**src/pbgd_pkg.sv**
```systemverilog
// pbgd_pkg: shared types, codes and constants for the push-button group dimmer
// no dependencies

package pbgd_pkg;

  localparam int unsigned LampW = 5;

  typedef enum logic [1:0] {
    REQ_SAMPLE  = 2'd0,
    REQ_SWITCH  = 2'd1,
    REQ_PERCENT = 2'd2,
    REQ_MASK    = 2'd3
  } req_t;

  typedef enum logic [2:0] {
    CFG_ON_LEVEL  = 3'd0,
    CFG_OFF_LEVEL = 3'd1,
    CFG_DMX_MASK  = 3'd2,
    CFG_ACT_LOW   = 3'd3,
    CFG_PRESS_MS  = 3'd4,
    CFG_HOLD_MS   = 3'd5,
    CFG_STEP_MS   = 3'd6,
    CFG_DIM_STEP  = 3'd7
  } cfg_idx_t;

  typedef enum logic [1:0] {
    PH_IDLE    = 2'd0,
    PH_PRESSED = 2'd1,
    PH_DIMMING = 2'd2
  } phase_t;

  // work handed from front to back
  typedef enum logic [1:0] {
    OP_SINGLE = 2'd0,
    OP_TOGGLE = 2'd1,
    OP_DIM    = 2'd2
  } op_t;

  typedef struct packed {
    op_t         op;
    logic [31:0] group;
    logic [4:0]  lamp;
    logic [7:0]  level;
    logic        dim_up;
  } cmd_t;

  typedef struct packed {
    logic [7:0]  on_level;
    logic [7:0]  off_level;
    logic [31:0] dmx_mask;
    logic [31:0] act_low_mask;
    logic [15:0] press_ms;
    logic [15:0] hold_ms;
    logic [15:0] step_ms;
    logic [7:0]  dim_step;
  } cfg_t;

  typedef struct packed {
    logic [4:0] out_lamp;
    logic [7:0] out_brightness;
    logic       lamp_on;
    logic       pin_level;
    logic [6:0] report_value;
    logic       last;
  } res_t;

  typedef struct packed {
    logic [1:0]  req_type;
    logic [4:0]  button_index;
    logic        pressed;
    logic [31:0] now_ms;
    logic [4:0]  lamp_index;
    logic        switch_on;
    logic [6:0]  percent;
    logic [31:0] group_mask;
  } req_item_t;

  // ceil(p*255/100) saturated at 255, p below 128
  function automatic logic [7:0] pct_level(input logic [6:0] p);
    logic [14:0] prod;
    logic [14:0] q;
    prod = 15'(p) * 15'd255 + 15'd99;
    q    = 15'((32'(prod) * 32'd5243) >> 19);
    if (32'(q) * 32'd100 > 32'(prod)) q = q - 15'd1;
    return (q > 15'd255) ? 8'd255 : q[7:0];
  endfunction

  // floor(b*100/255)
  function automatic logic [6:0] report_pct(input logic [7:0] b);
    logic [14:0] prod;
    logic [31:0] q;
    prod = 15'(b) * 15'd100;
    q    = (32'(prod) * 32'd257) >> 16;
    if ((q + 32'd1) * 32'd255 <= 32'(prod)) q = q + 32'd1;
    return q[6:0];
  endfunction

endpackage

```
**src/pbgd_queue.sv**
```systemverilog
// pbgd_queue: two-entry command fifo between front and back
// depends on pbgd_pkg

module pbgd_queue import pbgd_pkg::*; (
  input  logic clk,
  input  logic rst_n,
  input  logic wr_valid,
  output logic wr_ready,
  input  cmd_t wr_data,
  output logic rd_valid,
  input  logic rd_ready,
  output cmd_t rd_data
);
  cmd_t       mem_r [2];
  logic       wp_r, rp_r;
  logic [1:0] cnt_r;

  assign wr_ready = cnt_r != 2'd2;
  assign rd_valid = cnt_r != 2'd0;
  assign rd_data  = mem_r[rp_r];

  always_ff @(posedge clk) begin
    if (wr_valid && wr_ready) mem_r[wp_r] <= wr_data;
  end

  always_ff @(posedge clk) begin
    if (!rst_n) begin
      wp_r <= 1'b0; rp_r <= 1'b0; cnt_r <= 2'd0;
    end else begin
      if (wr_valid && wr_ready) wp_r <= ~wp_r;
      if (rd_valid && rd_ready) rp_r <= ~rp_r;
      cnt_r <= cnt_r + 2'(wr_valid && wr_ready) - 2'(rd_valid && rd_ready);
    end
  end

  a_count_range: assert property (@(posedge clk) disable iff (!rst_n) cnt_r <= 2'd2)
    else $error("queue count overflow");
endmodule

```
**config.mk**
```make
export PLATFORM = sky130hd
export DESIGN_NAME = pbgd_queue
export DESIGN_NICKNAME = d
export VERILOG_FILES = /design/src/pbgd_pkg.sv /design/src/pbgd_queue.sv
export SDC_FILE = /design/constraint.sdc
export NUM_CORES = 1
export LEC_CHECK = 0
export BUFFER_PORTS_ARGS = -buffer_cell sky130_fd_sc_hd__buf_2
export CAP_MARGIN = 20
export CORE_UTILIZATION = 47
export CTS_CLUSTER_DIAMETER = 200
export CTS_CLUSTER_SIZE = 24
export DETAILED_ROUTE_END_ITERATION = 8
export GPL_ROUTABILITY_DRIVEN = 0
export PLACE_DENSITY = 0.77
export SETUP_SLACK_MARGIN = 0.05
export SYNTH_ARGS = -nofsm -noshare
export SYNTH_HDL_FRONTEND = slang
export SYNTH_SLANG_ARGS = --single-unit
export TNS_END_PERCENT = 30
```
**constraint.sdc**
```tcl
create_clock -name clk -period 3.8 [get_ports clk]
set_input_delay 1.14 -clock clk [delete_from_list [all_inputs] [get_ports clk]]
set_output_delay 1.14 -clock clk [all_outputs]
set_load 0.005 [all_outputs]
```
Word level (Yosys, flattened, before mapping)
Memories as Yosys holds them, arrays and structs flattened. A register that Yosys moved wholly into a read port is not among the register bits.
Index checks and enable logic that the tools add are counted.
{ "word_totals": {"ff_bits": 4, "mem_bits_rw": 96, "input_bits": 52, "out_inout_bits": 50, "n_memories": 1} }
{ "op_classes": {"n_addsub": 2, "eq_ne": 1, "muxes": 4, "bitwise_logic": 2, "reduce_logical": 3} }
{ "memory_table": {"columns": ["name", "words", "width", "rd", "rd_clocked_by_memory_dff", "wr", "line", "source"], "rows": [
  ["mem_r", 2, 48, 1, 1, 1, "pbgd_queue.sv:14", "cmd_t mem_r [2];"]
]} }
{ "ops": {"columns": ["operator", "count"], "rows": [
  ["2-to-1 mux 1 bit", 4],
  ["adder 2 x 1 -> 2 bit", 1],
  ["logical AND 1 bit", 2],
  ["inequality test 2 bit (second input constant)", 1],
  ["NOT 1 bit", 2],
  ["nonzero test 2 bit", 1],
  ["subtractor 2 x 1 -> 2 bit", 1]
]} }

Depth between registers and ports, before layout
Gate-level depths: netlist of the first run.
{ "logic_depth": {"word_depth": 4, "depth_mapped": 8} }

Least setup slack after synthesis of the first run
OpenSTA, ideal clock, no wires.
{ "synth_timing": {"path_type": "input to register", "startpoint": "input wr_valid", "endpoint": "memory mem_r[0][0] in the netlist's numbering (enable)", "arrival_ps": 3250, "t_required_ps": 3346, "path_slack_ps": 96, "stages": 2, "path_buffers": 0, "path_cell_list": "nand2_1 > nor2_1"} }
{ "synth_via": {"elab_chain_cells": 3} }
{ "synth_rtl": {"columns": ["item", "line", "source"], "rows": [
  ["from (decl)", "pbgd_queue.sv:7", "input logic wr_valid,"],
  ["logical AND 1 bit", "pbgd_queue.sv:23", "if (wr_valid && wr_ready) mem_r[wp_r] <= wr_data;"],
  ["2-to-1 mux 1 bit", "pbgd_queue.sv:23", null],
  ["2-to-1 mux 1 bit (not written as such)", "pbgd_queue.sv:23", null],
  ["to (decl)", "pbgd_queue.sv:14", null]
]} }
No other way between the ends.

==> run_results.csv, run 1 <==
group,metric,value,unit
route,drt_wl_total,6.04,mm
sta,setup_viol,0,
clock_network,cts_resized,0,
synthesis,synth_edf_count,96,
power_and_ir_drop,combPwrFrac,24.1,%
synthesis,ys.flop_type,"edfxtp_1",
final_layout,drive_above_1_share,59.5,%
final_layout,fillCellCount,603,
status,outcome,"finished, final reports clean",
synthesis,syn_nets,227,
route,viasPerCell,4.84,
grt,antenna_found_initial,0,
worst_hold_path,hold_class,"reg2reg",
die,die_x,91.6,um
critical_path,setup.worst_path.end_class,"primary output",
route,num_vias,1892,
final_layout,fin_area,4630,um2
grt,overflow,0,
final_layout,final_common_cell,"buf_2",
placement,placed_cell_area,4430,um2
critical_path,reg2regPathDepth,4,
sta,max_slew.worst_pin.slew,0.671,ns
placement,hpwl,4.13,mm
flow_run,cap_violations,0,
die,fp.dieH,91.6,um
clock_network,hold_buffers,0,
synthesis,ys_types,18,
clock_network,clock-root-buffer,"clkbuf_8",
critical_path,path_max_fanout,30,
sta,holdWs,0.537,ns
clock_network,postCtsSetupRepairBufs,0,
critical_path,r2r_end,"mem_r[0][24]",
clock_network,cts_tree,"built",
final_layout,final_cell_mix,"buf_2, edfxtp_1, mux2_2, mux2_4, clkbuf_8",
sta,relSlewSlack,55.1,%
final_layout,post-route-util,59.6,%
power_and_ir_drop,switchingPower,720,uW
power_and_ir_drop,p_clk_share,23.7,%
placement,pre_cts_ws,1.15,ns
worst_hold_path,hp-start,"wp_r",
critical_path,critPathLaunchType,"flop",
power_and_ir_drop,peakVddDrop,374,uV
grt,grt_pass1_vias,1912,
placement,io_buffers,101,
die,pin_count,102,
critical_path,worstSetupPathType,"reg2out",
route,antenna_left,0,
die,row_count,32,
route,dr.pass1.iters,4,
route,drc_errors,0,
synthesis,syn_inst,173,
power_and_ir_drop,p_sw_share,25.6,%
sta,period_needed,2.98,ns
power_and_ir_drop,seq_power_share,52.2,%
clock_network,htree_levels,3,
clock_network,clock_sinks,101,
worst_hold_path,hold-path-cell-count,2,
grt,grtUsageTotal,15.0,%
synthesis,avgSynthCellArea,21.8,um2
sta,slew_violations,0,
synthesis,synth.cell_area,3780,um2
critical_path,required,2.66,ns
final_layout,nets,338,
power_and_ir_drop,powerDensity,608,nW/um2
die,start_util,48.6,%
clock_network,clk_pin_slew,0.09,ns
sta,hold_viol,0,
clock_network,cts_buffers,9,
sta,rsz0062_at_grt,"no",
critical_path,r2r-start,"cnt_r[0]",
clock_network,clockBufferDepth,2,
die,die_area,8400,um2
critical_path,rrSetupSlack,1.99,ns
sta,fmax,336,MHz
die,coreArea,7770,um2
route,first_iter_violations,111,
final_layout,synthToLayoutAreaGrowth,22.6,%
sta,setup_slack,0.820,ns
power_and_ir_drop,p_leak,0.00177,uW
sta,fin_worst_skew,0.00739,ns
synthesis,seq_area_frac_synth,79.0,%
synthesis,ys_async_sr_fraction,0,%
clock_network,clkLatencyLatePin,0.35,ns
route,wl_per_cell,15.4,um
grt,grt_max_degree,31,
sta,post-route-period-util,78.4,%
final_layout,num_antenna_cells,0,
synthesis,ys_ff_latch,101,
power_and_ir_drop,p_int,2090,uW
worst_hold_path,holdPathEnd,"wp_r",
synthesis,yosys_warnings,0,
critical_path,cp.arrival,1.84,ns
grt,grt_pass1_wl,9.37,mm
sta,finalSetupTns,0,ns
-- routing by layer --
| layer | wire length, um | global-route usage [%] | part of all wire [%] |
|---|---|---|---|
| met1 | 2560 | 18.6 | 42 |
| met2 | 3030 | 25.1 | 50 |
| met3 | 385 | 5.14 | 6.4 |
| met4 | 59 | 3.97 | 0.98 |
| met5 | 0 | 0 | 0 |
-- worst max path at each step --
stage          depth (start not counted)           to  slack [ns]
4_1_cts                                3   rd_data[5]        0.76
5_1_grt                                3   rd_data[5]        0.70
2_1_floorplan                          2  mem_r[0][0]         0.1
3_5_place_dp                           3   rd_data[5]        1.15
3_3_place_gp                           3   rd_data[5]        1.16
6_report                               3  rd_data[14]        0.82
-- area by class of cell --
cell class              count  area, um2  area share [%]
inverters                   1       3.75          0.0811
well taps                 102        128            2.76
flip-flops and latches    101       2980            64.5
clock buffers              10        128            2.76
repair buffers            105        561            12.1
multi-input cells          66        754            16.3
clock inverters             6       71.3            1.54
-- synth_stat cells, types with 2 or more instances --
cell,count,area share [%]
buf_2,2,0.27
nand2b_1,2,0.33
edfxtp_1,96,76
nor2b_1,2,0.33
ha_1,2,0.66
nand2_1,2,0.20
mux2_2,28,8.3
and2_1,2,0.33
xnor2_1,3,0.70
dfxtp_1,5,2.7
mux2_4,20,8.0
buf_6,3,0.89
-- critical path, cell delays in order, from the launching register on --
cell,delay (ns)
dfxtp_2,0.69
buf_12,0.28
mux2_2,0.37
buf_2,0.13
-- kinds of logic after synthesis --
family          share of synthesized area [%]
simple gates                             1.62
compound gates                          0.199
flops                                    79.0
fa+ha+maj                               0.663
xor+xnor                                0.696
mux                                      16.6
buf+inv                                  1.26
-- flip-flops by register name (all words and copies together) (netlist names), named ones only --
register,count
mem_r,96
wp_r,1
cnt_r,2
rp_r,1
-- power groups by stage --
stage / Combinational [uW] / Clock (uW) / Sequential (uW)
2_1_floorplan: 457 / 0 / 1460
3_3_place_gp: 679 / 0 / 1490
3_5_place_dp: 694 / 0 / 1500
4_1_cts: 696 / 686 / 1470
5_1_grt: 738 / 723 / 1490
6_report: 677 / 668 / 1470
-- stage by stage --
step                total power, uW  std cells
detailed placement             2190        375
global route                   2950        391
global placement               2170        375
CTS                            2850        391
finish                         2810        391
floorplan                      1920        173
(Power assumes the default switching activity.)
==> run 2: changes to the inputs <==
==> constraint.sdc (replaced) <==
create_clock -name clk -period 2.5 [get_ports clk]
set_input_delay 0.75 -clock clk [delete_from_list [all_inputs] [get_ports clk]]
set_output_delay 0.75 -clock clk [all_outputs]
set_load 0.005 [all_outputs]
==> run_results.csv, run 2 (synthesis results as in run 1) <==
group,metric,value,unit
final_layout,final_cell_mix,"buf_2, edfxtp_1, mux2_2, mux2_4, clkbuf_8",
critical_path,required,1.75,ns
sta,finalSetupTns,0,ns
route,first_iter_violations,69,
clock_network,clock-root-buffer,"clkbuf_8",
clock_network,cts_tree,"built",
sta,setup_viol,0,
critical_path,reg2regPathDepth,8,
sta,rsz0062_at_grt,"no",
clock_network,hold_buffers,0,
final_layout,largestRegisters,"mem_r x96, cnt_r x2",
final_layout,largest_reg_flops,96,
power_and_ir_drop,p_leak,0.00176,uW
sta,relSlewSlack,72.9,%
critical_path,rrSetupSlack,0.79,ns
clock_network,clkLatencyLatePin,0.36,ns
route,dr.pass1.iters,4,
die,fp.dieH,91.6,um
grt,grt_pass1_vias,1912,
final_layout,nets,340,
status,outcome,"finished, final reports clean",
sta,period_needed,2.31,ns
power_and_ir_drop,peakVddDrop,548,uV
critical_path,setup.worst_path.end_class,"primary output",
worst_hold_path,hold_class,"reg2reg",
route,drt_wl_total,5.77,mm
final_layout,final_common_cell,"buf_2",
sta,hold_viol,0,
clock_network,clockBufferDepth,2,
sta,post-route-period-util,92.3,%
power_and_ir_drop,powerDensity,908,nW/um2
clock_network,clock_sinks,101,
grt,grt_max_degree,27,
final_layout,drive_above_1_share,60.1,%
critical_path,cp.arrival,1.56,ns
sta,max_slew.worst_pin.slew,0.406,ns
die,die_x,91.6,um
die,start_util,48.6,%
die,row_count,32,
worst_hold_path,hold-path-cell-count,2,
grt,antenna_found_initial,0,
route,num_vias,1901,
flow_run,cap_violations,0,
route,antenna_left,0,
clock_network,postCtsSetupRepairBufs,0,
sta,fin_worst_skew,0.00981,ns
clock_network,cts_resized,0,
grt,grtUsageTotal,14.5,%
placement,hpwl,3.95,mm
critical_path,worstSetupPathType,"reg2out",
clock_network,cts_buffers,9,
sta,slew_violations,0,
grt,grt_pass1_wl,8.94,mm
route,drc_errors,0,
critical_path,path_max_fanout,24,
die,pin_count,102,
final_layout,num_antenna_cells,0,
route,viasPerCell,4.84,
sta,fmax,433,MHz
sta,holdWs,0.518,ns
critical_path,critPathLaunchType,"flop",
die,coreArea,7770,um2
die,die_area,8400,um2
final_layout,largest_register,"mem_r",
grt,overflow,0,
placement,io_buffers,101,
route,wl_per_cell,14.7,um
final_layout,synthToLayoutAreaGrowth,21.9,%
clock_network,htree_levels,3,
clock_network,clk_pin_slew,0.09,ns
-- run 2: cell types whose count changed in the layout (fill, tap and decap cells not counted), sizes merged --
cell / change
buf: +2
inv: +1
clkbuf: -1
bufinv: -1
clkinvlp: +1
-- run 2: area by class of cell --
class	count	area [um2]
clock buffers	9	124
clock inverters	7	60.1
fillers	623	3160
inverters	1	3.75
multi-input cells	66	754
flip-flops and latches	101	2980
well taps	102	128
repair buffers	107	551
-- run 2: critical path, stage by stage (launching register included) --
cell and delay [ns]:
dfxtp_2 0.33, buf_4 0.35, mux2_2 0.39, buf_2 0.12
-- run 2: per-stage QoR --
| stage | setup slack [ns] | util, % | std cells | total power (uW) | area (um2) |
|---|---|---|---|---|---|
| final | 0.192 | 59.3 | 393 | 4180 | 4600 |
| after global routing | 0.119 | 59.3 | 393 | 4390 | 4600 |
| after CTS | 0.140 | 59.3 | 393 | 4230 | 4600 |
| after detailed placement | 0.480 | 56.9 | 377 | 3300 | 4420 |
| after global placement | 0.537 | 56.9 | 377 | 3280 | 4420 |
| after floorplan | 0.145 | - | 173 | 2910 | 3780 |
-- run 2: layer usage --
layer | part of all wire, % | up-vias | GRT usage (%) | routed length [um]
met2 | 52 | 74 | 25.3 | 3010
met5 | 0 | - | 0 | 0
met1 | 40 | 925 | 16.5 | 2300
met3 | 6.3 | 8 | 4.15 | 363
li1 | - | 894 | - | -
met4 | 1.5 | 0 | 6.75 | 86
-- run 2: final timing paths --
check | start | endpoint
max | flop | rd_data[4]
min | wp_r | wp_r
max reg2reg | cnt_r[0] | cnt_r[1]
min reg2reg | wp_r | wp_r
-- run 2: where the power goes --
| group | leakage, uW | internal (uW) | switching [uW] |
|---|---|---|---|
| combinational | 0.000739 | 577 | 476 |
| clock | 0.0000840 | 375 | 560 |
| sequential | 0.000939 | 2120 | 66.3 |
==> run 3: changes to the inputs <==
--- a/config.mk
+++ b/config.mk
@@ -13,8 +13,9 @@
 export DETAILED_ROUTE_END_ITERATION = 8
 export GPL_ROUTABILITY_DRIVEN = 0
 export PLACE_DENSITY = 0.77
+export RECOVER_POWER = 100
 export SETUP_SLACK_MARGIN = 0.05
 export SYNTH_ARGS = -nofsm -noshare
 export SYNTH_HDL_FRONTEND = slang
 export SYNTH_SLANG_ARGS = --single-unit
-export TNS_END_PERCENT = 30
+export TNS_END_PERCENT = 100
==> run_results.csv, run 3 (synthesis results as in run 1) <==
group,metric,value,unit
status,outcome,"finished, final reports clean",
critical_path,setup.worst_path.end_class,"primary output",
route,wl_per_cell,14.7,um
clock_network,hold_buffers,0,
flow_run,cap_violations,0,
critical_path,r2r_end,"mem_r[0][45]",
sta,fin_worst_skew,0.0104,ns
power_and_ir_drop,peakVddDrop,535,uV
power_and_ir_drop,powerDensity,906,nW/um2
power_and_ir_drop,p_clk_share,23.0,%
critical_path,worstSetupPathType,"reg2out",
clock_network,clock_sinks,101,
grt,grt_pass1_wl,8.94,mm
clock_network,clkLatencyLatePin,0.36,ns
die,start_util,48.6,%
placement,io_buffers,101,
route,viasPerCell,4.83,
grt,antenna_found_initial,0,
final_layout,nets,340,
sta,rsz0062_at_grt,"no",
critical_path,r2r-start,"cnt_r[0]",
placement,placed_cell_area,4420,um2
sta,relSlewSlack,17.0,%
clock_network,cts_tree,"built",
final_layout,largest_register,"mem_r",
final_layout,num_antenna_cells,0,
final_layout,drive_above_1_share,41.9,%
sta,slew_violations,0,
sta,fmax,432,MHz
die,die_area,8400,um2
power_and_ir_drop,p_int,2970,uW
die,coreArea,7770,um2
die,die_x,91.6,um
final_layout,fin_area,4480,um2
final_layout,largestRegisters,"mem_r x96, cnt_r x2",
sta,max_slew.worst_pin.slew,1.25,ns
power_and_ir_drop,combPwrFrac,23.0,%
grt,grtUsageTotal,14.5,%
critical_path,path_max_fanout,24,
critical_path,cp.arrival,1.56,ns
grt,grt_pass1_vias,1912,
clock_network,postCtsSetupRepairBufs,0,
route,dr.pass1.iters,4,
clock_network,cts_buffers,9,
route,drc_errors,0,
final_layout,post-route-util,57.7,%
die,fp.dieH,91.6,um
clock_network,clk_pin_slew,0.09,ns
critical_path,critPathCapture,"rd_data[19]",
final_layout,final_common_cell,"edfxtp_1",
sta,setup_viol,0,
die,pin_count,102,
power_and_ir_drop,switchingPower,1090,uW
critical_path,cp_slowest_cell,"mux2_2",
power_and_ir_drop,seq_power_share,54.0,%
critical_path,critPathLaunchType,"flop",
clock_network,clock-root-buffer,"clkbuf_8",
route,first_iter_violations,56,
sta,post-route-period-util,92.5,%
final_layout,largest_reg_flops,96,
clock_network,htree_levels,3,
power_and_ir_drop,p_sw_share,26.8,%
worst_hold_path,hold_class,"reg2reg",
grt,overflow,0,
sta,period_needed,2.31,ns
power_and_ir_drop,p_leak,0.00160,uW
critical_path,critPathMaxStageDelay,0.39,ns
route,num_vias,1898,
critical_path,rrSetupSlack,0.43,ns
sta,hold_viol,0,
final_layout,final_cell_mix,"edfxtp_1, buf_2, clkbuf_1, mux2_2, mux2_1",
placement,hpwl,3.95,mm
grt,grt_max_degree,27,
final_layout,fillCellCount,657,
final_layout,synthToLayoutAreaGrowth,18.7,%
critical_path,required,1.75,ns
sta,finalSetupTns,0,ns
critical_path,critical_path.cell_chain,"clkbuf_4 -> mux2_2 -> buf_2",
route,drt_wl_total,5.79,mm
route,antenna_left,0,
die,row_count,32,
clock_network,clockBufferDepth,2,
critical_path,reg2regPathDepth,4,
clock_network,cts_resized,0,
-- run 3: cell count changes in the layout (fill, tap and decap cells not counted), sizes merged --
cell    previous run  this run
buf              107        70
clkbuf             9        46
-- run 3: critical path, delay by kind of cell (launching register included) --
family	cells	cell delay (ns)
buffers and inverters	2	0.48
flip-flops	1	0.34
multiplexers	1	0.39
-- run 3: layer usage --
layer | share of wire (%) | track usage, % | up-vias
li1 | - | - | 895
met1 | 40 | 16.5 | 923
met2 | 53 | 25.3 | 71
met3 | 6.3 | 4.15 | 9
met4 | 1.6 | 6.75 | 0
met5 | 0 | 0 | -
-- run 3: final cells by class --
cell class | instances | area [um2] | share of cell area [%]
Clock buffer | 9 | 124 | 2.76
Clock inverter | 7 | 60.1 | 1.34
Inverter | 1 | 3.75 | 0.0837
Multi-Input combinational cell | 66 | 687 | 15.3
Sequential cell | 101 | 2980 | 66.5
Tap cell | 102 | 128 | 2.85
Timing Repair Buffer | 107 | 498 | 11.1
-- run 3: stage by stage --
stage | hold slack (ns) | power [uW] | setup slack [ns] | cells
final | 0.518 | 4060 | 0.187 | 393
after global routing | 0.551 | 4270 | 0.104 | 393
after CTS | 0.525 | 4230 | 0.140 | 393
after detailed placement | 0.512 | 3300 | 0.480 | 377
after global placement | 0.504 | 3280 | 0.537 | 377
after floorplan | 0.488 | 2910 | 0.145 | 173
-- run 3: how the worst min path moves through the flow --
stage | start | endpoint | cells past startpoint | slack, ns
final | wp_r | wp_r | 2 | 0.52
after global routing | wr_data[7] | mem_r[0][7] | 1 | 0.55
after detailed placement | wp_r | wp_r | 2 | 0.51
after global placement | wp_r | wp_r | 2 | 0.50
after floorplan | wp_r | wp_r | 2 | 0.49
after CTS | wp_r | wp_r | 2 | 0.53
-- run 3: power by group through the flow --
stage	combinational (uW)	clock (uW)	sequential [uW]
after floorplan	699	0	2210
final	934	936	2190
after detailed placement	1070	0	2230
after CTS	1080	961	2190
after global routing	1030	1030	2210
after global placement	1060	0	2220
