===== src/pbgd_pkg.sv =====
// pbgd_pkg: shared types, codes and constants for the push-button group dimmer
// no dependencies

package pbgd_pkg;

  localparam int unsigned LampW = 5;

  typedef enum logic [1:0] {
    REQ_SAMPLE  = 2'd0,
    REQ_SWITCH  = 2'd1,
    REQ_PERCENT = 2'd2,
    REQ_MASK    = 2'd3
  } req_t;

  typedef enum logic [2:0] {
    CFG_ON_LEVEL  = 3'd0,
    CFG_OFF_LEVEL = 3'd1,
    CFG_DMX_MASK  = 3'd2,
    CFG_ACT_LOW   = 3'd3,
    CFG_PRESS_MS  = 3'd4,
    CFG_HOLD_MS   = 3'd5,
    CFG_STEP_MS   = 3'd6,
    CFG_DIM_STEP  = 3'd7
  } cfg_idx_t;

  typedef enum logic [1:0] {
    PH_IDLE    = 2'd0,
    PH_PRESSED = 2'd1,
    PH_DIMMING = 2'd2
  } phase_t;

  // work handed from front to back
  typedef enum logic [1:0] {
    OP_SINGLE = 2'd0,
    OP_TOGGLE = 2'd1,
    OP_DIM    = 2'd2
  } op_t;

  typedef struct packed {
    op_t         op;
    logic [31:0] group;
    logic [4:0]  lamp;
    logic [7:0]  level;
    logic        dim_up;
  } cmd_t;

  typedef struct packed {
    logic [7:0]  on_level;
    logic [7:0]  off_level;
    logic [31:0] dmx_mask;
    logic [31:0] act_low_mask;
    logic [15:0] press_ms;
    logic [15:0] hold_ms;
    logic [15:0] step_ms;
    logic [7:0]  dim_step;
  } cfg_t;

  typedef struct packed {
    logic [4:0] out_lamp;
    logic [7:0] out_brightness;
    logic       lamp_on;
    logic       pin_level;
    logic [6:0] report_value;
    logic       last;
  } res_t;

  typedef struct packed {
    logic [1:0]  req_type;
    logic [4:0]  button_index;
    logic        pressed;
    logic [31:0] now_ms;
    logic [4:0]  lamp_index;
    logic        switch_on;
    logic [6:0]  percent;
    logic [31:0] group_mask;
  } req_item_t;

  // ceil(p*255/100) saturated at 255, p below 128
  function automatic logic [7:0] pct_level(input logic [6:0] p);
    logic [14:0] prod;
    logic [14:0] q;
    prod = 15'(p) * 15'd255 + 15'd99;
    q    = 15'((32'(prod) * 32'd5243) >> 19);
    if (32'(q) * 32'd100 > 32'(prod)) q = q - 15'd1;
    return (q > 15'd255) ? 8'd255 : q[7:0];
  endfunction

  // floor(b*100/255)
  function automatic logic [6:0] report_pct(input logic [7:0] b);
    logic [14:0] prod;
    logic [31:0] q;
    prod = 15'(b) * 15'd100;
    q    = (32'(prod) * 32'd257) >> 16;
    if ((q + 32'd1) * 32'd255 <= 32'(prod)) q = q + 32'd1;
    return q[6:0];
  endfunction

endpackage


===== src/pbgd_back.sv =====
// pbgd_back: lamp level store, toggle scan and group writes
// depends on pbgd_pkg

module pbgd_back import pbgd_pkg::*; #(
  parameter int unsigned LAMPS = 32
) (
  input  logic        clk,
  input  logic        rst_n,
  input  cfg_t        cfg,
  input  logic        cmd_valid,
  output logic        cmd_ready,
  input  cmd_t        cmd,
  input  logic [31:0] min_group,
  output logic [7:0]  low_level,
  output logic        idle,
  output logic        res_valid,
  input  logic        res_ready,
  output res_t        res
);
  localparam int unsigned SPAN = (LAMPS < 32) ? LAMPS : 32;

  typedef enum logic [3:0] {
    BS_IDLE  = 4'b0001,
    BS_SCAN  = 4'b0010,
    BS_WRITE = 4'b0100,
    BS_ONE   = 4'b1000
  } bstate_t;

  bstate_t     st_r, st_nxt;
  logic [7:0]  lvl_r [LAMPS];
  logic [31:0] grp_r;
  logic [7:0]  val_r;
  logic [4:0]  idx_r;
  logic [5:0]  cnt_r;
  logic        anyon_r;
  logic        ov_r;
  res_t        ores_r;
  logic        can_out;
  logic [31:0] spanmask;
  logic        inb;

  assign spanmask = (SPAN >= 32) ? 32'hFFFF_FFFF : ((32'd1 << SPAN) - 32'd1);
  assign can_out = !ov_r || res_ready;
  assign res_valid = ov_r;
  assign res = ores_r;
  assign idle = (st_r == BS_IDLE) && !ov_r;
  assign cmd_ready = (st_r == BS_IDLE);
  assign inb = 32'(cmd.lamp) < 32'(LAMPS);

  // group minimum, balanced compare tree over the drained store
  always_comb begin
    logic [7:0] t [32];
    for (int i = 0; i < 32; i++)
      t[i] = (i < SPAN && min_group[i]) ? lvl_r[i] : 8'd255;
    for (int w = 16; w >= 1; w = w >> 1)
      for (int i = 0; i < w; i++)
        t[i] = (t[2*i+1] < t[2*i]) ? t[2*i+1] : t[2*i];
    low_level = t[0];
  end

  function automatic res_t mk(input logic [4:0] l, input logic [7:0] b, input logic lst,
                              input cfg_t c);
    res_t r;
    r.out_lamp = l;
    r.out_brightness = b;
    r.lamp_on = b > c.off_level;
    r.pin_level = c.dmx_mask[l] ? 1'b0 : (r.lamp_on ^ c.act_low_mask[l]);
    r.report_value = c.dmx_mask[l] ? report_pct(b) : {6'd0, r.lamp_on};
    r.last = lst;
    return r;
  endfunction

  always_comb begin
    st_nxt = st_r;
    case (st_r)
      BS_IDLE: if (cmd_valid) begin
        if (cmd.op == OP_SINGLE) st_nxt = inb ? BS_ONE : BS_IDLE;
        else if (cmd.op == OP_TOGGLE) st_nxt = BS_SCAN;
        else st_nxt = BS_WRITE;
      end
      BS_SCAN:  if (cnt_r == 6'(SPAN - 1)) st_nxt = BS_WRITE;
      BS_WRITE: if (can_out && (cnt_r == 6'(SPAN - 1))) st_nxt = BS_IDLE;
      BS_ONE:   if (can_out) st_nxt = BS_IDLE;
      default:  st_nxt = BS_IDLE;
    endcase
  end

  always_ff @(posedge clk) begin
    if (!rst_n) begin
      st_r <= BS_IDLE;
      ov_r <= 1'b0;
      cnt_r <= '0;
      for (int i = 0; i < LAMPS; i++) lvl_r[i] <= '0;
    end else begin
      st_r <= st_nxt;
      if (res_valid && res_ready) ov_r <= 1'b0;
      case (st_r)
        BS_IDLE: if (cmd_valid) begin
          grp_r <= cmd.group;
          val_r <= cmd.level;
          idx_r <= cmd.lamp;
          cnt_r <= '0;
          anyon_r <= 1'b0;
        end
        BS_SCAN: begin
          if (grp_r[cnt_r[4:0]] && lvl_r[cnt_r[4:0]] > cfg.off_level) anyon_r <= 1'b1;
          cnt_r <= (cnt_r == 6'(SPAN - 1)) ? 6'd0 : cnt_r + 6'd1;
          if (cnt_r == 6'(SPAN - 1))
            val_r <= (anyon_r || (grp_r[cnt_r[4:0]] && lvl_r[cnt_r[4:0]] > cfg.off_level))
                   ? cfg.off_level : cfg.on_level;
        end
        BS_WRITE: if (can_out) begin
          if (grp_r[cnt_r[4:0]] && spanmask[cnt_r[4:0]]) begin
            idx_r <= cnt_r[4:0];
            lvl_r[cnt_r[4:0]] <= val_r;
            ores_r <= mk(cnt_r[4:0], val_r,
              (grp_r & spanmask & ~((32'd2 << cnt_r[4:0]) - 32'd1)) == 32'd0, cfg);
            ov_r <= 1'b1;
          end
          cnt_r <= cnt_r + 6'd1;
        end
        BS_ONE: if (can_out) begin
          lvl_r[idx_r] <= val_r;
          ores_r <= mk(idx_r, val_r, 1'b1, cfg);
          ov_r <= 1'b1;
        end
        default: ;
      endcase
    end
  end

  a_scan_then_write: assert property (@(posedge clk) disable iff (!rst_n)
    st_r == BS_SCAN |=> st_r != BS_IDLE)
    else $error("toggle scan ended without writes");
  a_result_held: assert property (@(posedge clk) disable iff (!rst_n)
    res_valid && !res_ready |=> $stable(ores_r))
    else $error("result changed while stalled");
endmodule


===== config.mk =====
export PLATFORM = sky130hd
export DESIGN_NAME = pbgd_back
export DESIGN_NICKNAME = d
export VERILOG_FILES = /design/src/pbgd_pkg.sv /design/src/pbgd_back.sv
export SDC_FILE = /design/constraint.sdc
export NUM_CORES = 1
export LEC_CHECK = 0
export BUFFER_PORTS_ARGS = -buffer_cell sky130_fd_sc_hd__buf_2
export CAP_MARGIN = 20
export CELL_PAD_IN_SITES_DETAIL_PLACEMENT = 1
export CELL_PAD_IN_SITES_GLOBAL_PLACEMENT = 1
export CORE_MARGIN = 2
export CORE_UTILIZATION = 41
export CTS_CLUSTER_SIZE = 20
export DETAILED_ROUTE_END_ITERATION = 8
export GPL_ROUTABILITY_DRIVEN = 0
export HOLD_SLACK_MARGIN = 0.02
export PLACE_DENSITY_LB_ADDON = 0.1
export SLEW_MARGIN = 20
export SYNTH_ARGS = -nofsm -noshare
export SYNTH_HDL_FRONTEND = slang
export SYNTH_SLANG_ARGS = --single-unit

===== constraint.sdc =====
create_clock -name clk -period 12.8 [get_ports clk]
set_input_delay 1.92 -clock clk [delete_from_list [all_inputs] [get_ports clk]]
set_output_delay 1.92 -clock clk [all_outputs]
set_load 0.005 [all_outputs]

### After elaboration in Yosys (flattened, before gate mapping)

Memory sizes are Yosys's and may differ from the RTL's. A register that Yosys moved wholly into a read port is not among the register bits.
Cells that the tools add are included.
W data, S select, Z words.

| word-level totals | value |
|---|---|
| memory bits (writable) | 256 |
| flip-flop bits (word level) | 80 |
| word-level logic and storage cells | 228 |
| ROM bits | 32 |
| memories | 2 |
| output and inout port bits | 34 |

| operators by class | value |
|---|---|
| equality and inequality tests | 13 |
| multiplexer cells | 130 |
| bitwise gates (word level) | 4 |
| order comparisons | 36 |
| shift-type cells | 1 |
| $add $sub $neg | 3 |
| reductions and logical operators | 23 |
| multiply operators | 3 |

Memories:

| memory | words | width | rd ports | clocked after memory_dff | wr ports | line | text |
|---|---|---|---|---|---|---|---|
| lvl_r | 32 | 8 | 33 | 1 | 32 | pbgd_back.sv:30 | `logic [7:0] lvl_r [LAMPS];` |
| (no name shown) | 32 | 1 | 1 | 1 | 0 | pbgd_back.sv:113 | `if (grp_r[cnt_r[4:0]] && spanmask[cnt_r[4:0]]) begin` |

Operators by type and width:

| operator | count |
|---|---|
| $mux W8 | 68 |
| $lt A8 B8 Y1 | 31 |
| $mux W23 | 3 |
| $pmux W23 S2 | 1 |
| $mux W5 | 9 |
| $and A32 B32 Y32 | 1 |
| $le A32 B15 Y1 | 1 |
| $logic_not A32 Y1 | 1 |
| $not A32 Y32 | 1 |
| $shl A2 B5 Y32 const A | 1 |
| $sub A32 B1 Y32 const B | 1 |
| $mux W1 | 26 |
| $bmux W1 S5 | 5 |
| $mul A13 B9 Y22 const B | 1 |
| $mux W7 | 3 |
| $mux W4 | 5 |
| $mux W6 | 3 |
| $pmux W6 S3 | 1 |
| $mul A9 B8 Y17 const B | 1 |
| $gt A8 B8 Y1 | 2 |
| $pmux W4 S4 | 1 |
| $pmux W8 S2 | 1 |
| $reduce_or A8 Y1 | 2 |
| $ne A2 B2 Y1 const B | 7 |
| other kinds (23) | 37 |

### Logic depth before layout (Yosys ltp)

Gate-level depths: netlist of the first run.
An unclocked memory read counts as a cell.

| logic depth | value |
|---|---|
| depth after elaboration | 12 |
| depth in mapped cells | 50 |

### Least setup slack after synthesis of the first run

OpenSTA, ideal clock, no wires.

| timing | value |
|---|---|
| kind | input to output |
| start point | in min_group[6] |
| end point | out low_level[0] |
| cell stages on the path | 39 |
| arrival time | 9.858 ns |
| path slack | 1.022 ns |
| data required time | 10.880 ns |
| path through | nor2b_1 -> ha_1 -> and4_1 -> a221oi_1 -> o21ai_1 -> clkbuf_1 -> o31ai_1 -> inv_1 -> ha_1 -> a21oi_1 -> o21ai_0 -> a2111o_1 -> buf_1 -> nand2_1 -> o22ai_1 -> or3_1 -> ha_1 -> a21o_1 -> [3 not listed] -> o31ai_4 -> mux2_2 -> inv_1 -> ha_1 -> a21o_1 -> a21o_1 -> a21oi_1 -> nand2_1 -> a41o_1 -> a21boi_0 -> buf_2 -> mux2i_1 -> ha_1 -> and4_1 -> o21ai_0 -> or2_2 -> o311ai_4 -> mux2i_1 |

| on the way | value |
|---|---|
| cells in the longest elaborated chain, start to end | 11 |

Ends and longest elaborated chain:

| element | line | text |
|---|---|---|
| start: declaration | pbgd_back.sv:13 | `input logic [31:0] min_group,` |
| $mux W8 (*) | pbgd_back.sv:54 | `t[i] = (i < SPAN && min_group[i]) ? lvl_r[i] : 8'd255;` |
| $lt A8 B8 Y1 | pbgd_back.sv:57 | `t[i] = (t[2*i+1] < t[2*i]) ? t[2*i+1] : t[2*i];` |
| $mux W8 (*) | pbgd_back.sv:57 |  |
| $lt A8 B8 Y1 | pbgd_back.sv:57 |  |
| $mux W8 (*) | pbgd_back.sv:57 |  |
| $lt A8 B8 Y1 | pbgd_back.sv:57 |  |
| $mux W8 (*) | pbgd_back.sv:57 |  |
| $lt A8 B8 Y1 | pbgd_back.sv:57 |  |
| $mux W8 (*) | pbgd_back.sv:57 |  |
| $lt A8 B8 Y1 | pbgd_back.sv:57 |  |
| $mux W8 (*) | pbgd_back.sv:57 |  |
| end: declaration | pbgd_back.sv:14 | `output logic [7:0] low_level,` |

Mark *: on every way between the ends. The rest lies on a longest branch, timed or not.

### Final worst setup path of the first run

| timing | value |
|---|---|
| start point | in min_group[10] |
| end point | out low_level[0] |

The elaborated chain is that of the path after synthesis.

==> results of run 1 <==
## per-layer routing
layer	track usage (%)	vias up	share of wire (%)
li1	-	12080	-
met1	33.60	12900	43
met2	45.86	660	50
met3	2.968	165	4.4
met4	7.706	10	2.6
met5	0	-	0.067
## worst min-delay path, stage by stage, from the launching register on
cell and delay, ps:
dfxtp_1 310, o21ai_0 70, a21oi_1 60
## area by class of cell
type	count	area, um^2
Sequential cell	341	10090
Inverter	258	968.4
Clock inverter	20	130.1
Timing Repair Buffer	367	2290
Antenna cell	3	7.507
Fill cell	8486	40000
Tap cell	1030	1289
Clock buffer	44	994.7
Multi-Input combinational cell	2370	20180
## cell families (layout without fill, tap and decap cells)
family          after synthesis  in the layout
fa+ha+maj                   367            367
buf+inv                     413            689
compound gates              630            631
xor+xnor                     50             50
flops                       341            341
mux                         297            297
simple gates               1019           1019
other cells                   2              9
## what timing repair did
| action | in CTS | in global routing |
|---|---|---|
| gates resized for setup | 13 | 87 |
| buffers inserted | 2 | 23 |
| pin swaps | 2 | 12 |
| endpoints found under the setup margin | 8 | 15 |
| gates cloned | 0 | 1 |
## per-stage QoR
step                      std cells  cell area (um^2)  worst slack [ps]  util (%)  hold slack (ps)
after floorplan                3123             31420              1022         -            453.8
after detailed placement       4339             34160            -241.1     44.98            485.4
after global routing           4433             35950            -107.4     47.33            519.0
final                          4433             35950             337.5     47.33            485.5
after CTS                      4405             35360             3.808     46.55            493.2
after global placement         4339             34160            -170.9     44.98            462.2
## synthesized netlist by cell type (all sizes together), types with 19 or more instances
master  instances  area [um^2]
buf            53        287.8
o31ai          30        280.3
and2          108        675.7
nor2          157        599.3
mux2i         126         1261
or3            24        155.1
nand2         106        397.9
a21o           50        376.6
a211oi         38        285.3
o21ai         155        779.5
nor3          183        915.9
a21oi         168        855.8
mux4          126         2838
ha            339         4242
o211ai         25        197.7
xnor2          37        357.9
nand3          34        170.2
mux2           45        510.5
o22ai          19        118.9
nand4          32        200.2
edfxtp        325         9759
fa             28        560.5
inv           257        964.7
nor2b         128        800.8
clkbuf        102        382.9
o21a           25        187.7
nand2b        157        982.2
## path summary, 6_finish.rpt
path | to | startpoint
max | low_level[0] | min_group[10]
min | cnt_r[5] | cnt_r[5]
max reg2reg | res[5] | val_r[2]
min reg2reg | cnt_r[5] | cnt_r[5]
## flip-flops by register name, indices dropped and copies added, names as in the netlist, 4 cells and up, named ones only
register	cells
cnt_r	6
grp_r	32
idx_r	5
lvl_r	256
res	23
st_r	4
val_r	8
==> out/qor.csv, run 1 <==
stage,metric,value,unit
yosys,Post-Syn Area,31410,um^2
die,die footprint,78840,um^2
cts,Clock Tree Root,clkbuf_16,
critical_path,cell mode on critical path,buf_4,
yosys,Synth Area in Adders,15.29,%
timing,total negative slack,0,ps
cts,Clock Path Buffers,3,
yosys,largest family of logic cells by synthesized area,simple AND/OR/NAND/NOR gates,
cts,H-tree levels,2,
critical_path,Worst Path Buf+Inv,13,
critical_path,critical path depth,48,
cts,Clock Latency Late Sink,570,ps
critical_path,Worst setup SP type,primary input,
yosys,Post-synth ARST share,0,%
cts,Inserted Clock Buffers,38,
grt,first-pass GRT wire length,159900,um
grt,largest net degree at the start of global routing,57,
die,die height,280.8,um
final_layout,most frequent cells in the layout,"ha_1, edfxtp_1, inv_1, buf_2, nor3_1",
die,FP Rows,101,
die,initial core utilization,41.36,%
yosys,Avg Inst Size Synth,10.07,um^2
final_layout,share of post-route cells with drive strength above 1,21.26,%
detailed_routing,post-route ant nets,0,
hold_path,Hold Crit Class,register to register,
timing,max_slew headroom,26.02,%
timing,Tmin final,12460,ps
yosys,"Primary FF master, synth",edfxtp_1,
timing,Final Slew Violations,0,
timing,skew final,18.94,ps
timing,Final Cycle Share,97.36,%
critical_path,R2R cell count,45,
yosys,"flops & latches, synth",341,
critical_path,CP max stage cell,or3_4,
critical_path,worst path arrival time,10540,ps
detailed_routing,DR vias/cell,5.824,
placed_design,Port Buffers,196,
yosys,Syn Inst Count,3119,
critical_path,Worst setup EP type,primary output,
critical_path,Crit path max-delay family,compound AO/OA/AOI/OAI gates,
final_layout,Post-layout nets,3963,
critical_path,CP Max Fanout,9,
run_status,outcome,"finished, final reports clean",
yosys,number of enable flip-flop cells after synthesis,325,
timing,fmax,80.24,MHz
final_layout,Layout area overhead,14.45,%
critical_path,crit path kind,primary input to primary output,
hold_path,hold path depth,2,
yosys,Synth Area in XOR/XNOR,1.502,%
die,Die W,280.8,um
grt,number of global-route vias before repair,27610,
detailed_routing,drt pass-1 iters,5,
detailed_routing,initial drt markers,1469,
die,Ports,254,
final_layout,"commonest non-fill, non-tap cell in the layout",ha_1,
grt,initial antenna violation count,11,
timing,Worst-Margin Slew,1098,ps
flow_run,maxcap violations,0,
critical_path,Worst EP required,10880,ps
detailed_routing,Via Count,25820,
grt,Total Routing Usage GR,26.07,%
yosys,Post-Synth Simple-Gate Area,17.79,%
die,total core area,75950,um^2
grt,global route total overflow,0,
yosys,compound-gate portion of the synthesized area,13.41,%
critical_path,crit-path max cell delay,440,ps
timing,Final setup viols,0,
cts,CTS tree,done,
yosys,post-synthesis sequential area ratio,32.09,%
timing,Final Hold Fails,0,
detailed_routing,total wire length,103700,um
cts,CTS Hold Bufs,0,
placed_design,Final HPWL DP,81750,um
critical_path,r2r setup slk,870,ps
yosys,yosys warns,0,
detailed_routing,DR WL/cell,23.38,um
yosys,post-synthesis mux area share,14.68,%
detailed_routing,DRC,0,
cts,Sink Count,341,
cts,Clock Pin Slew Worst Setup and Hold Paths,60,ps
yosys,count of different cell masters after synthesis,107,
Power of run 1 is not shown: default switching activity piles up to over one toggle a cycle in this logic, so the estimate is an artifact.
==> inputs of run 2 (changes only) <==
--- a/config.mk
+++ b/config.mk
@@ -10,7 +10,7 @@
 export CELL_PAD_IN_SITES_DETAIL_PLACEMENT = 1
 export CELL_PAD_IN_SITES_GLOBAL_PLACEMENT = 1
 export CORE_MARGIN = 2
-export CORE_UTILIZATION = 41
+export CORE_UTILIZATION = 35
 export CTS_CLUSTER_SIZE = 20
 export DETAILED_ROUTE_END_ITERATION = 8
 export GPL_ROUTABILITY_DRIVEN = 0
==> run 2 against run 1 <==
Against the previous run: sequential share of layout area is 0.30 points lower; global-route usage is 3.5 points lower; sequential cell count stayed put; die area is 17% higher; final cell count is 2.4% higher.
==> out/qor.csv, run 2 (same netlist as run 1, synthesis figures left out) <==
stage,metric,value,unit
run_status,outcome,"finished, final reports clean",
cts,Sink Count,341,
critical_path,worst path arrival time,10520,ps
cts,CTS Hold Bufs,0,
placed_design,Final HPWL DP,82550,um
timing,Hold Slack,489.8,ps
cts,Clock Pin Slew Worst Setup and Hold Paths,60,ps
detailed_routing,Via Count,25400,
hold_path,Hold Crit Class,register to register,
timing,Tmin final,12440,ps
flow_run,maxcap violations,0,
grt,initial antenna violation count,7,
die,die height,303.6,um
grt,first-pass GRT wire length,160900,um
cts,Clock Tree Root,clkbuf_16,
detailed_routing,DR WL/cell,23.16,um
placed_design,Placed Area,34010,um^2
final_layout,FF/Latch Area,10090,um^2
detailed_routing,drt pass-1 iters,5,
final_layout,max reg flops,256,
final_layout,Layout area overhead,15.72,%
cts,Clock Path Buffers,3,
critical_path,CP max stage cell,or3_4,
die,FP Rows,109,
cts,CTS tree,done,
die,Ports,254,
critical_path,Worst Path Buf+Inv,11,
critical_path,cell mode on critical path,ha_1,
critical_path,Worst setup EP type,primary output,
detailed_routing,total wire length,105200,um
timing,Worst-Margin Slew,1040,ps
critical_path,Worst setup SP type,primary input,
grt,number of global-route vias before repair,27050,
timing,Final Slew Violations,0,
grt,Total Routing Usage GR,22.59,%
final_layout,most frequent cells in the layout,"ha_1, edfxtp_1, inv_1, buf_2, nor3_1",
detailed_routing,post-route ant nets,0,
cts,Inserted Clock Buffers,40,
timing,skew final,24.62,ps
detailed_routing,DR vias/cell,5.595,
final_layout,"commonest non-fill, non-tap cell in the layout",ha_1,
final_layout,share of post-route cells with drive strength above 1,21.49,%
detailed_routing,DRC,0,
die,Die W,303.6,um
final_layout,Top reg by flops,lvl_r,
critical_path,Crit path max-delay family,compound AO/OA/AOI/OAI gates,
final_layout,Final Util,41.00,%
grt,global route total overflow,0,
grt,largest net degree at the start of global routing,65,
critical_path,CP Max Fanout,9,
timing,Final Hold Fails,0,
die,total core area,88650,um^2
detailed_routing,initial drt markers,1172,
cts,Clock Latency Late Sink,590,ps
critical_path,crit path kind,primary input to primary output,
cts,H-tree levels,2,
final_layout,Post-layout nets,3929,
critical_path,Worst EP required,10880,ps
die,initial core utilization,35.43,%
final_layout,filler instances,9852,
timing,Final Cycle Share,97.16,%
timing,fmax,80.41,MHz
final_layout,Final Cell Area,36340,um^2
timing,Final setup viols,0,
final_layout,footprint of the multi-input gates,20480,um^2
critical_path,crit-path max cell delay,370,ps
placed_design,Port Buffers,196,
die,die footprint,92150,um^2
timing,max_slew headroom,30.67,%
==> run 2: cell type report <==
| class | count | share of cell area (%) |
|---|---|---|
| clock inverter | 28 | 0.6162 |
| antenna | 2 | 0.01377 |
| sequential | 341 | 27.76 |
| multi-input combinational | 2371 | 56.35 |
| timing repair buffer | 330 | 5.666 |
| tap | 1165 | 4.011 |
| clock buffer | 45 | 2.923 |
| inverter | 258 | 2.665 |
==> run 2: final timing paths <==
kind	startpoint	end	slack, ps	depth (start not counted)
worst max-delay path	min_group[10]	low_level[1]	360	46
worst min-delay path	cnt_r[5]	cnt_r[5]	490	2
worst max register to register	val_r[3]	res[5]	900	44
worst min register to register	cnt_r[5]	cnt_r[5]	490	2
==> run 2: metrics by stage <==
stage          setup TNS [ps]  std cells  setup WS (ps)
6_report                    0       4540          363.7
5_1_grt                -151.3       4538         -41.37
4_1_cts                     0       4505          49.21
3_5_place_dp            -2963       4432         -397.3
3_3_place_gp           -86.12       4431         -24.65
2_1_floorplan               0       3123           1022
==> run 2: timing repair <==
| item | CTS | global route |
|---|---|---|
| endpoints found under the setup margin | 8 | 14 |
| gates cloned | 0 | 2 |
| pin swaps | 0 | 15 |
| buffers inserted | 0 | 30 |
| gates resized for setup | 22 | 136 |
==> run 2: layer usage <==
layer  part of all wire [%]  GRT usage (%)  routed length (um)  vias up
met1                     46          30.09               48180    12750
met4                    1.7          4.225                1825        6
li1                       -              -                   -    12030
met3                    3.7          2.642                3853      114
met2                     49          39.61               51260      500
met5                  0.033              0                  35        -
==> run 2: tightest hold or removal path, stage by stage, from the launching register on <==
cell and delay, ps:
dfxtp_1 310, o21ai_0 70, a21oi_1 60
Power of run 2 is left out for the same reason.
